## src/rtl/core/mpq_pkg.sv

```systemverilog
// Shared types and codes for the minimum priority queue.
// No dependencies; used by mpq_cell and min_priority_queue.
package mpq_pkg;

    localparam int unsigned DataW = 32;
    localparam int unsigned PriW  = 32;
    localparam int unsigned HeldW = 5;

    localparam logic [1:0] ACT_INSERT = 2'd0;
    localparam logic [1:0] ACT_DELETE = 2'd1;
    localparam logic [1:0] ACT_PEEK   = 2'd2;

    localparam logic [1:0] ST_OK    = 2'd0;
    localparam logic [1:0] ST_FULL  = 2'd1;
    localparam logic [1:0] ST_EMPTY = 2'd2;

    typedef logic signed [DataW-1:0] t_data;
    typedef logic signed [PriW-1:0]  t_pri;

    typedef enum logic [1:0] {
        CELL_HOLD,
        CELL_INSERT,
        CELL_DELETE
    } t_cell_op;

    typedef struct packed {
        t_cell_op op;
        logic     occupied;   // cell holds a live entry
        logic     tail;       // first free cell
    } t_cell_ctl;

endpackage

```

## src/rtl/core/mpq_cell.sv

```systemverilog
// One slot of the sorted chain: holds an entry and trades it with its neighbors.
// Depends on mpq_pkg.
module mpq_cell (
    input  logic                i_clk,
    input  mpq_pkg::t_cell_ctl  i_ctl,
    input  mpq_pkg::t_data      i_new_data,
    input  mpq_pkg::t_pri       i_new_pri,
    input  mpq_pkg::t_data      i_left_data,
    input  mpq_pkg::t_pri       i_left_pri,
    input  logic                i_left_shift,
    input  mpq_pkg::t_data      i_right_data,
    input  mpq_pkg::t_pri       i_right_pri,
    output mpq_pkg::t_data      o_data,
    output mpq_pkg::t_pri       o_pri,
    output logic                o_shift
);

    mpq_pkg::t_data r_data;
    mpq_pkg::t_pri  r_pri;
    mpq_pkg::t_data n_data;
    mpq_pkg::t_pri  n_pri;
    logic           take;

    // Strict compare keeps equal priorities in arrival order.
    assign o_shift = i_ctl.occupied && (i_new_pri < r_pri);
    assign take    = o_shift || i_ctl.tail;

    always_comb begin
        n_data = r_data;
        n_pri  = r_pri;
        unique case (i_ctl.op)
            mpq_pkg::CELL_INSERT: begin
                if (take) begin
                    if (i_left_shift) begin
                        n_data = i_left_data;
                        n_pri  = i_left_pri;
                    end else begin
                        n_data = i_new_data;
                        n_pri  = i_new_pri;
                    end
                end
            end
            mpq_pkg::CELL_DELETE: begin
                n_data = i_right_data;
                n_pri  = i_right_pri;
            end
            default: begin
                n_data = r_data;
                n_pri  = r_pri;
            end
        endcase
    end

    always_ff @(posedge i_clk) begin
        r_data <= n_data;
        r_pri  <= n_pri;
    end

    assign o_data = r_data;
    assign o_pri  = r_pri;

endmodule

```

## src/rtl/core/min_priority_queue.sv

```systemverilog
// Top level of the bounded minimum priority queue: command register, fill count,
// sorted chain of mpq_cell slots and result register. Depends on mpq_pkg, mpq_cell.
//
//  channel | direction | handshake                 | payload
//  --------+-----------+---------------------------+--------------------------------------
//  in      | input     | i_in_valid / o_in_ready   | i_action, i_new_data, i_new_priority
//  out     | output    | o_out_valid / i_out_ready | o_status, o_out_data, o_out_priority,
//          |           |                           | o_held_count
//
// Each item goes through the command register first; the cell chain then updates
// and the result register loads together. The chain keeps entries sorted,
// so the minimum always sits in cell 0 and no search is needed.
// A new item is taken while a result waits; the command then holds until the
// result register frees. Synchronous active-low reset clears fill count, busy and valid.
module min_priority_queue #(
    parameter int unsigned DEPTH = 16
) (
    input  logic                         i_clk,
    input  logic                         i_rst_n,
    input  logic                         i_in_valid,
    output logic                         o_in_ready,
    input  logic [1:0]                   i_action,
    input  logic signed [31:0]           i_new_data,
    input  logic signed [31:0]           i_new_priority,
    output logic                         o_out_valid,
    input  logic                         i_out_ready,
    output logic [1:0]                   o_status,
    output logic signed [31:0]           o_out_data,
    output logic signed [31:0]           o_out_priority,
    output logic [mpq_pkg::HeldW-1:0]    o_held_count
);

    localparam int unsigned CntW = $clog2(DEPTH + 1);

    logic                 r_busy;
    logic [1:0]           r_act;
    mpq_pkg::t_data       r_new_data;
    mpq_pkg::t_pri        r_new_pri;
    logic [CntW-1:0]      r_count;
    logic [CntW-1:0]      n_count;
    logic                 r_ovalid;
    logic [1:0]           r_status;
    mpq_pkg::t_data       r_odata;
    mpq_pkg::t_pri        r_opri;
    logic [1:0]           n_status;
    mpq_pkg::t_data       n_odata;
    mpq_pkg::t_pri        n_opri;
    logic                 exec;
    logic                 is_full;
    logic                 is_empty;
    mpq_pkg::t_cell_op    cell_op;
    logic [CntW+mpq_pkg::HeldW-1:0] held_ext;

    mpq_pkg::t_data       cell_data  [DEPTH];
    mpq_pkg::t_pri        cell_pri   [DEPTH];
    logic                 cell_shift [DEPTH];

    assign o_in_ready = !r_busy;
    assign exec       = r_busy && (!r_ovalid || i_out_ready);
    assign is_full    = (r_count == CntW'(DEPTH));
    assign is_empty   = (r_count == '0);

    always_comb begin
        cell_op  = mpq_pkg::CELL_HOLD;
        n_count  = r_count;
        n_status = mpq_pkg::ST_OK;
        n_odata  = '0;
        n_opri   = '0;
        unique case (r_act)
            mpq_pkg::ACT_INSERT: begin
                if (is_full) begin
                    n_status = mpq_pkg::ST_FULL;
                end else begin
                    cell_op = mpq_pkg::CELL_INSERT;
                    n_count = r_count + 1'b1;
                end
            end
            mpq_pkg::ACT_DELETE: begin
                if (is_empty) begin
                    n_status = mpq_pkg::ST_EMPTY;
                end else begin
                    cell_op = mpq_pkg::CELL_DELETE;
                    n_count = r_count - 1'b1;
                    n_odata = cell_data[0];
                    n_opri  = cell_pri[0];
                end
            end
            mpq_pkg::ACT_PEEK: begin
                if (is_empty) begin
                    n_status = mpq_pkg::ST_EMPTY;
                end else begin
                    n_odata = cell_data[0];
                    n_opri  = cell_pri[0];
                end
            end
            default: begin
                n_status = mpq_pkg::ST_OK;
            end
        endcase
        if (!exec) begin
            cell_op = mpq_pkg::CELL_HOLD;
            n_count = r_count;
        end
    end

    for (genvar k = 0; k < DEPTH; k++) begin : g_cell
        mpq_pkg::t_cell_ctl ctl;
        mpq_pkg::t_data     left_data;
        mpq_pkg::t_pri      left_pri;
        logic               left_shift;
        mpq_pkg::t_data     right_data;
        mpq_pkg::t_pri      right_pri;

        assign ctl.op       = cell_op;
        assign ctl.occupied = (CntW'(k) < r_count);
        assign ctl.tail     = (CntW'(k) == r_count);

        if (k == 0) begin : g_head
            assign left_data  = '0;
            assign left_pri   = '0;
            assign left_shift = 1'b0;
        end else begin : g_body
            assign left_data  = cell_data[k-1];
            assign left_pri   = cell_pri[k-1];
            assign left_shift = cell_shift[k-1];
        end

        if (k == DEPTH - 1) begin : g_last
            // Slot past the tail becomes free; its contents no longer matter.
            assign right_data = cell_data[k];
            assign right_pri  = cell_pri[k];
        end else begin : g_inner
            assign right_data = cell_data[k+1];
            assign right_pri  = cell_pri[k+1];
        end

        mpq_cell u_cell (
            .i_clk        (i_clk),
            .i_ctl        (ctl),
            .i_new_data   (r_new_data),
            .i_new_pri    (r_new_pri),
            .i_left_data  (left_data),
            .i_left_pri   (left_pri),
            .i_left_shift (left_shift),
            .i_right_data (right_data),
            .i_right_pri  (right_pri),
            .o_data       (cell_data[k]),
            .o_pri        (cell_pri[k]),
            .o_shift      (cell_shift[k])
        );
    end

    always_ff @(posedge i_clk) begin
        if (!i_rst_n) begin
            r_busy   <= 1'b0;
            r_count  <= '0;
            r_ovalid <= 1'b0;
        end else begin
            if (i_in_valid && o_in_ready) begin
                r_busy <= 1'b1;
            end else if (exec) begin
                r_busy <= 1'b0;
            end
            r_count <= n_count;
            if (exec) begin
                r_ovalid <= 1'b1;
            end else if (i_out_ready) begin
                r_ovalid <= 1'b0;
            end
        end
    end

    // Payload registers: load on transfer or execution only.
    always_ff @(posedge i_clk) begin
        if (i_in_valid && o_in_ready) begin
            r_act      <= i_action;
            r_new_data <= i_new_data;
            r_new_pri  <= i_new_priority;
        end
        if (exec) begin
            r_status <= n_status;
            r_odata  <= n_odata;
            r_opri   <= n_opri;
        end
    end

    assign held_ext       = {{mpq_pkg::HeldW{1'b0}}, r_count};
    assign o_out_valid    = r_ovalid;
    assign o_status       = r_status;
    assign o_out_data     = r_odata;
    assign o_out_priority = r_opri;
    assign o_held_count   = held_ext[mpq_pkg::HeldW-1:0];

`ifndef ASSERT_OFF
    a_count_bound: assert property (@(posedge i_clk) disable iff (!i_rst_n)
        r_count <= CntW'(DEPTH))
        else $error("fill count above depth");

    a_head_sorted: assert property (@(posedge i_clk) disable iff (!i_rst_n)
        (r_count > CntW'(1)) |-> (cell_pri[0] <= cell_pri[1]))
        else $error("chain head out of order");

    a_full_status: assert property (@(posedge i_clk) disable iff (!i_rst_n)
        (exec && (n_status == mpq_pkg::ST_FULL)) |=> (r_count == CntW'(DEPTH)))
        else $error("full reported below depth");

    a_empty_status: assert property (@(posedge i_clk) disable iff (!i_rst_n)
        (exec && (n_status == mpq_pkg::ST_EMPTY)) |=> (r_count == '0))
        else $error("empty reported with entries held");

    a_count_step: assert property (@(posedge i_clk) disable iff (!i_rst_n)
        !exec |=> $stable(r_count))
        else $error("fill count moved without execution");
`endif

endmodule

```

## config.mk

```make
export PLATFORM = sky130hd
export DESIGN_NAME = min_priority_queue
export DESIGN_NICKNAME = d
export VERILOG_FILES = /design/src/rtl/core/mpq_pkg.sv /design/src/rtl/core/mpq_cell.sv /design/src/rtl/core/min_priority_queue.sv
export SDC_FILE = /design/constraint.sdc
export NUM_CORES = 2
export LEC_CHECK = 0
export ABC_AREA = 0
export BUFFER_PORTS_ARGS = -buffer_cell sky130_fd_sc_hd__buf_4
export CAP_MARGIN = 0
export CORE_ASPECT_RATIO = 1.75
export CORE_MARGIN = 3
export CORE_UTILIZATION = 40
export CTS_CLUSTER_SIZE = 24
export DETAILED_ROUTE_END_ITERATION = 10
export PLACE_DENSITY = 0.61
export SLEW_MARGIN = 20
export SYNTH_ARGS = -nofsm -noshare
export SYNTH_HDL_FRONTEND = slang
export SYNTH_SLANG_ARGS = --single-unit
```

## constraint.sdc

```tcl
create_clock -name i_clk -period 15.5 [get_ports i_clk]
set_clock_uncertainty 0.1 [all_clocks]
set_input_delay 2.325 -clock i_clk [delete_from_list [all_inputs] [get_ports i_clk]]
set_output_delay 2.325 -clock i_clk [all_outputs]
set_load 0.02 [all_outputs]
```

# Yosys cells after proc, flatten, opt, wreduce, memory -nomap -nowiden
# Cells that the tools add are included.
# word_totals
reg_bits	1163
out_inout_bits	73
wordCells	279
# classes
add_sub_neg	2
order_cmp	32
n_eq_ne	37
mux	104
bitwise	1
reduce_logical	62
# ops
operator	n
$mux 32	60
$pmux 32 s2	30
$lt 32x32->1	16
$eq 4x5->1 const A	8
$lt 4x5->1 const A	8
$reduce_and 2->1	16
$ne 2x1->1 const B	15
$eq 3x5->1 const A	4
$lt 3x5->1 const A	4
$logic_and 1x1->1	18
$logic_or 1x1->1	17
$eq 2x5->1 const A	2
$lt 1x5->1 const A	2
$lt 2x5->1 const A	2
$mux 5	2
$pmux 5 s2	1
$pmux 2 s2	2
$reduce_bool 2->1	4
$mux 1	6
$mux 2	3
$add 5x1->5 const B	1
$eq 1x5->1 const A	1
$eq 5x5->1 const B	1
$logic_not 5->1	1
other kinds (9)	14

# Logic depth before layout (Yosys ltp)
# logic_depth
depth_word	7
ltp_mapped	14
depth_no_buf	10

# Modules after synthesis
# A second synthesis with hierarchy kept.
# hier_totals
hier_cells	6727
hier_area_um2	70099.7
# by_module_without_submodules
module	area_per_inst_um2	cells_each	seq_area_each_um2	instances
mpq_cell at g_cell[0].u_cell ...	4051.4	400	1921.8	13
mpq_cell at g_cell[8].u_cell ...	4066.4	401	1921.8	2
min_priority_queue	5262.5	327	4103.9	1
mpq_cell at g_cell[7].u_cell	4036.4	398	1921.8	1

# Least setup slack after synthesis
# Ideal clock, no wire load.
# synth_path
path_kind	input port to flip-flop
startpoint	input i_out_ready
endpoint	register g_cell[15].u_cell.r_data[0], enable pin
setup_ns	0.660
cell_stages	5
slack_ns	2.954
arrival_time_ns	11.785
t_required_ns	14.740
path_cell_list	nand2b_1 > and2_1 > clkbuf_1 > o211ai_1 > o41ai_1
# synth_between
elab_chain_len	5
# synth_rtl
element	line_no	text
from (decl)	min_priority_queue.sv:26	input logic i_out_ready,
$logic_or 1x1->1	min_priority_queue.sv:59	assign exec = r_busy && (!r_ovalid || i_out_ready);
$logic_and 1x1->1	min_priority_queue.sv:59	
via exec	min_priority_queue.sv:48	logic exec;
$mux 2	min_priority_queue.sv:100	if (!exec) begin
$eq 2x1->1	mpq_cell.sv:31	unique case (i_ctl.op)
$reduce_and 2->1 (no line)	-	
to (signal assigned)	mpq_cell.sv:55	r_data <= n_data;
to (decl)	mpq_cell.sv:18	mpq_pkg::t_data r_data;
# The timed path passes the listed nets, and every way through them passes these cells.
# A chain may end at the register's enable or synchronous reset.

# Final worst setup path
# layout_path
startpoint	input i_out_ready
endpoint	register g_cell[2].u_cell.r_pri[26] (data pin)
# layout_between
elab_chain_len	5
# layout_rtl
element	line_no	text
$logic_or 1x1->1 (*)	min_priority_queue.sv:59	
$logic_and 1x1->1 (*)	min_priority_queue.sv:59	
$mux 2 (*)	min_priority_queue.sv:100	
$eq 2x2->1 / $eq 2x1->1 (equally long branches)	-	
$pmux 32 s2 (*)	mpq_cell.sv:31	
via g_cell[2].u_cell.n_pri[26]	mpq_cell.sv:21	mpq_pkg::t_pri n_pri;
to (signal assigned)	mpq_cell.sv:56	r_pri <= n_pri;
to (decl)	mpq_cell.sv:19	mpq_pkg::t_pri r_pri;
# Mark *: on every way through the listed nets, which the timed path passes. The rest lies on a longest branch.

==> qor.yml <==
synth_flop_cell: "edfxtp_1"
slew_violations: 0
synth_edf_count: 1156
area_growth_pct: 10.2
rsz0062_at_grt: "false"
synth-compound-area-share: 0.154
core-area_um2: 167000
portBuffers: 142
num_rows: 198
drv_cap: 0
antenna_found_initial: 1
grt_start_max_net_pins: 281
synth.net_count: 6976
hold_buffers: 0
cts_tree: "built"
ys_seq_area_frac: 0.516
setup_violations: 0
vias: 52380
ys_async_sr_fraction: 0
avgSynthCellArea_um2: 10.6
crit_top_cell: "buf_4"
synthMuxAreaShare: 0.0469
clock_latency_ns: 0.75
yosysUniqueCellTypes: 66
ir_worst_vdd_mv: 0.0857
globalplace.congestion: 0.916
postCtsSetupBuffers: 0
synth-seq-cells: 1163
ant_nets: 0
cts_buffer_depth: 3
synth_xor_area_frac: 0.000259
crit_path_end_kind: "register"
tns_ns: 0
initial_utilization: 0.405
critPathLaunchType: "input pin"
leakage_nw: 28.1
critical_path_class: "in -> reg"
grt_overflow: 0
worstMarginPinSlew_ns: 1.19
die_x_um: 317
crit_buf_inv: 5
wl_per_cell_um: 25.8
crit_slowest_cell: "and3_4"
dp_hpwl_um: 144000
worstPathRequired_ns: 15.83
avgViaCountPerCell: 6.11
drtIter0Drc: 5152
grt_pass1_wl_um: 331000
io_pins: 143
cts_root_buffer: "clkbuf_16"
nets: 6851
cts_resized: 0
worst-path-max-fanout: 216
synthCells: 6402
utilization: 0.446
drt-pass1-iter-count: 8
fmax_mhz: 148
synth_top_family_by_area: "compound AO/OA/AOI/OAI gates"
grt_pass1_vias: 52610
hold_path_class: "reg -> reg"
crit_arrival_ns: 7.07
numCtsBuffers: 112
powerDensity_nw_per_um2: 98.5
h-tree-depth: 3
wl_um: 222000
crit_family: "buffers and inverters"
hold_viol_final: 0
synth-simple-area-share: 0.130
synthAdderAreaFrac: 0.0934
worstPathCellList: "buf_4, nand2b_1, and2_4, and3_4, buf_6, buf_4, buf_12, buf_16, o311ai_0"
grt_usage: 0.250
drcViolationCount: 0
post-route-period-util: 0.435
slowest_delay_ns: 0.92
clkTransAtPathRegs_ns: 0.07
finalCriticalPeriod_ns: 6.74
syn_area_um2: 67600
yosys_warnings: 0
status: "completed"
die_h_um: 550
slew_headroom: 0.205
die_area_um2: 174000
r2r_slack_ns: 9.17
clock-sinks: 1163
drive_above_1_share: 0.0901
cells in the mapped netlist, drive strengths merged (9+ instances only):
library cell / count / share of area
a2bb2oi: 31 / 0.0040
a21o: 64 / 0.0071
a21oi: 210 / 0.016
nor4: 11 / 0.0010
a221oi: 23 / 0.0030
inv: 512 / 0.028
nand2b: 24 / 0.0022
buf: 124 / 0.010
a31oi: 12 / 0.0011
nor2: 58 / 0.0032
a2111oi: 9 / 0.0014
nor2b: 13 / 0.0012
nand4: 69 / 0.0064
mux2i: 240 / 0.036
and4: 18 / 0.0023
edfxtp: 1156 / 0.51
o211ai: 202 / 0.022
o221a: 32 / 0.0053
a211oi: 18 / 0.0020
o21ai: 388 / 0.029
nand3: 624 / 0.046
o311ai: 218 / 0.028
mux2: 66 / 0.011
ha: 504 / 0.093
or3: 43 / 0.0040
clkbuf: 382 / 0.021
and2: 68 / 0.0063
nand2: 943 / 0.052
nor3: 30 / 0.0022
o22ai: 35 / 0.0032
o21a: 11 / 0.0012
o221ai: 189 / 0.025
power by group:
part           leakage [nW]  internal (mW)  switching [mW]  total, mW
registers              10.6           3.56          0.0459       3.60
clock network          1.83           1.64            1.32       2.96
logic                  15.8          0.280           0.491      0.771
total                  28.1           5.48            1.86       7.34
kinds of logic (layout without fill, tap and decap cells):
family	after synthesis	in the layout
AND/OR/NAND/NOR	1923	1923
buffers and inverters	1019	990
XOR/XNOR	2	2
multiplexers	306	306
adder cells (fa/ha/maj)	504	504
AO/OA/AOI/OAI	1485	1485
other	0	1
flip-flops	1163	1163
worst reg2reg max path: stages, from the launching register on:
cell and delay (ns):
dfxtp_1 0.67, inv_1 0.30, ha_1 0.29, nand2_1 0.17
nor2_1 0.14, a21oi_1 0.34, and3_4 0.86, buf_6 0.79
buf_4 0.91, buf_12 0.42, buf_16 0.48, o311ai_0 0.55
per-stage QoR:
stage / std cells / setup WS [ns] / power (mW) / area [um^2] / hold slack, ns
floorplan: 6402 / 2.95 / 4.16 / 67600 / 0.396
global placement: 8360 / 8.09 / 4.41 / 70600 / 0.398
detailed placement: 8361 / 7.98 / 4.44 / 70600 / 0.412
CTS: 8571 / 8.77 / 7.40 / 74400 / 0.415
global route: 8574 / 8.50 / 7.58 / 74500 / 0.446
finish: 8574 / 8.76 / 7.34 / 74500 / 0.413
final cells by class:
| class | count | area, um^2 |
|---|---|---|
| multi-input combinational | 4220 | 29000 |
| clock buffer | 132 | 2900 |
| sequential | 1163 | 34900 |
| tap | 2200 | 2750 |
| clock inverter | 78 | 906 |
| inverter | 513 | 1930 |
| antenna | 1 | 2.50 |
| timing repair buffer | 267 | 2120 |
| fill | 15890 | 92500 |
registers in the layout (all words and copies together) (netlist names), 2 cells and up:
register and flops:
g_cell.u_cell.o_data 512, g_cell.u_cell.o_pri 512, o_held_count 5, o_out_data 32, o_out_priority 32, o_status 2
r_act 2, r_new_data 32, r_new_pri 32
cells in the final DEF (no fill, tap or decap), drive strengths merged, types with 31 or more instances in the layout:
cell type / count
o211ai: 202
mux2: 66
a21o: 64
ha: 504
o21ai: 388
or3: 43
a2bb2oi: 31
a21oi: 210
o221a: 32
nand2: 943
and2: 68
buf: 267
nand3: 624
nor2: 58
clkbuf: 132
clkinv: 43
o221ai: 189
o22ai: 35
o311ai: 218
mux2i: 240
edfxtp: 1156
inv: 519
nand4: 69
final timing paths:
check,end,startpoint,depth (start not counted)
hold / removal,g_cell[14].u_cell.o_data[6],g_cell[15].u_cell.o_data[6],2
setup / recovery,g_cell[2].u_cell.o_pri[26],i_out_ready,9
setup reg to reg,g_cell[2].u_cell.o_pri[26],o_held_count[1],11
hold reg to reg,g_cell[14].u_cell.o_data[6],g_cell[15].u_cell.o_data[6],2
metal layers:
layer | vias to the layer above | GRT usage | routed length (um)
met2 | 1963 | 0.438 | 111000
met4 | 0 | 0.150 | 14900
met3 | 533 | 0.0315 | 12500
li1 | 23896 | - | -
met5 | - | 0 | 0
met1 | 25988 | 0.289 | 83000
No activity file was read; power rests on OpenSTA's default activity.
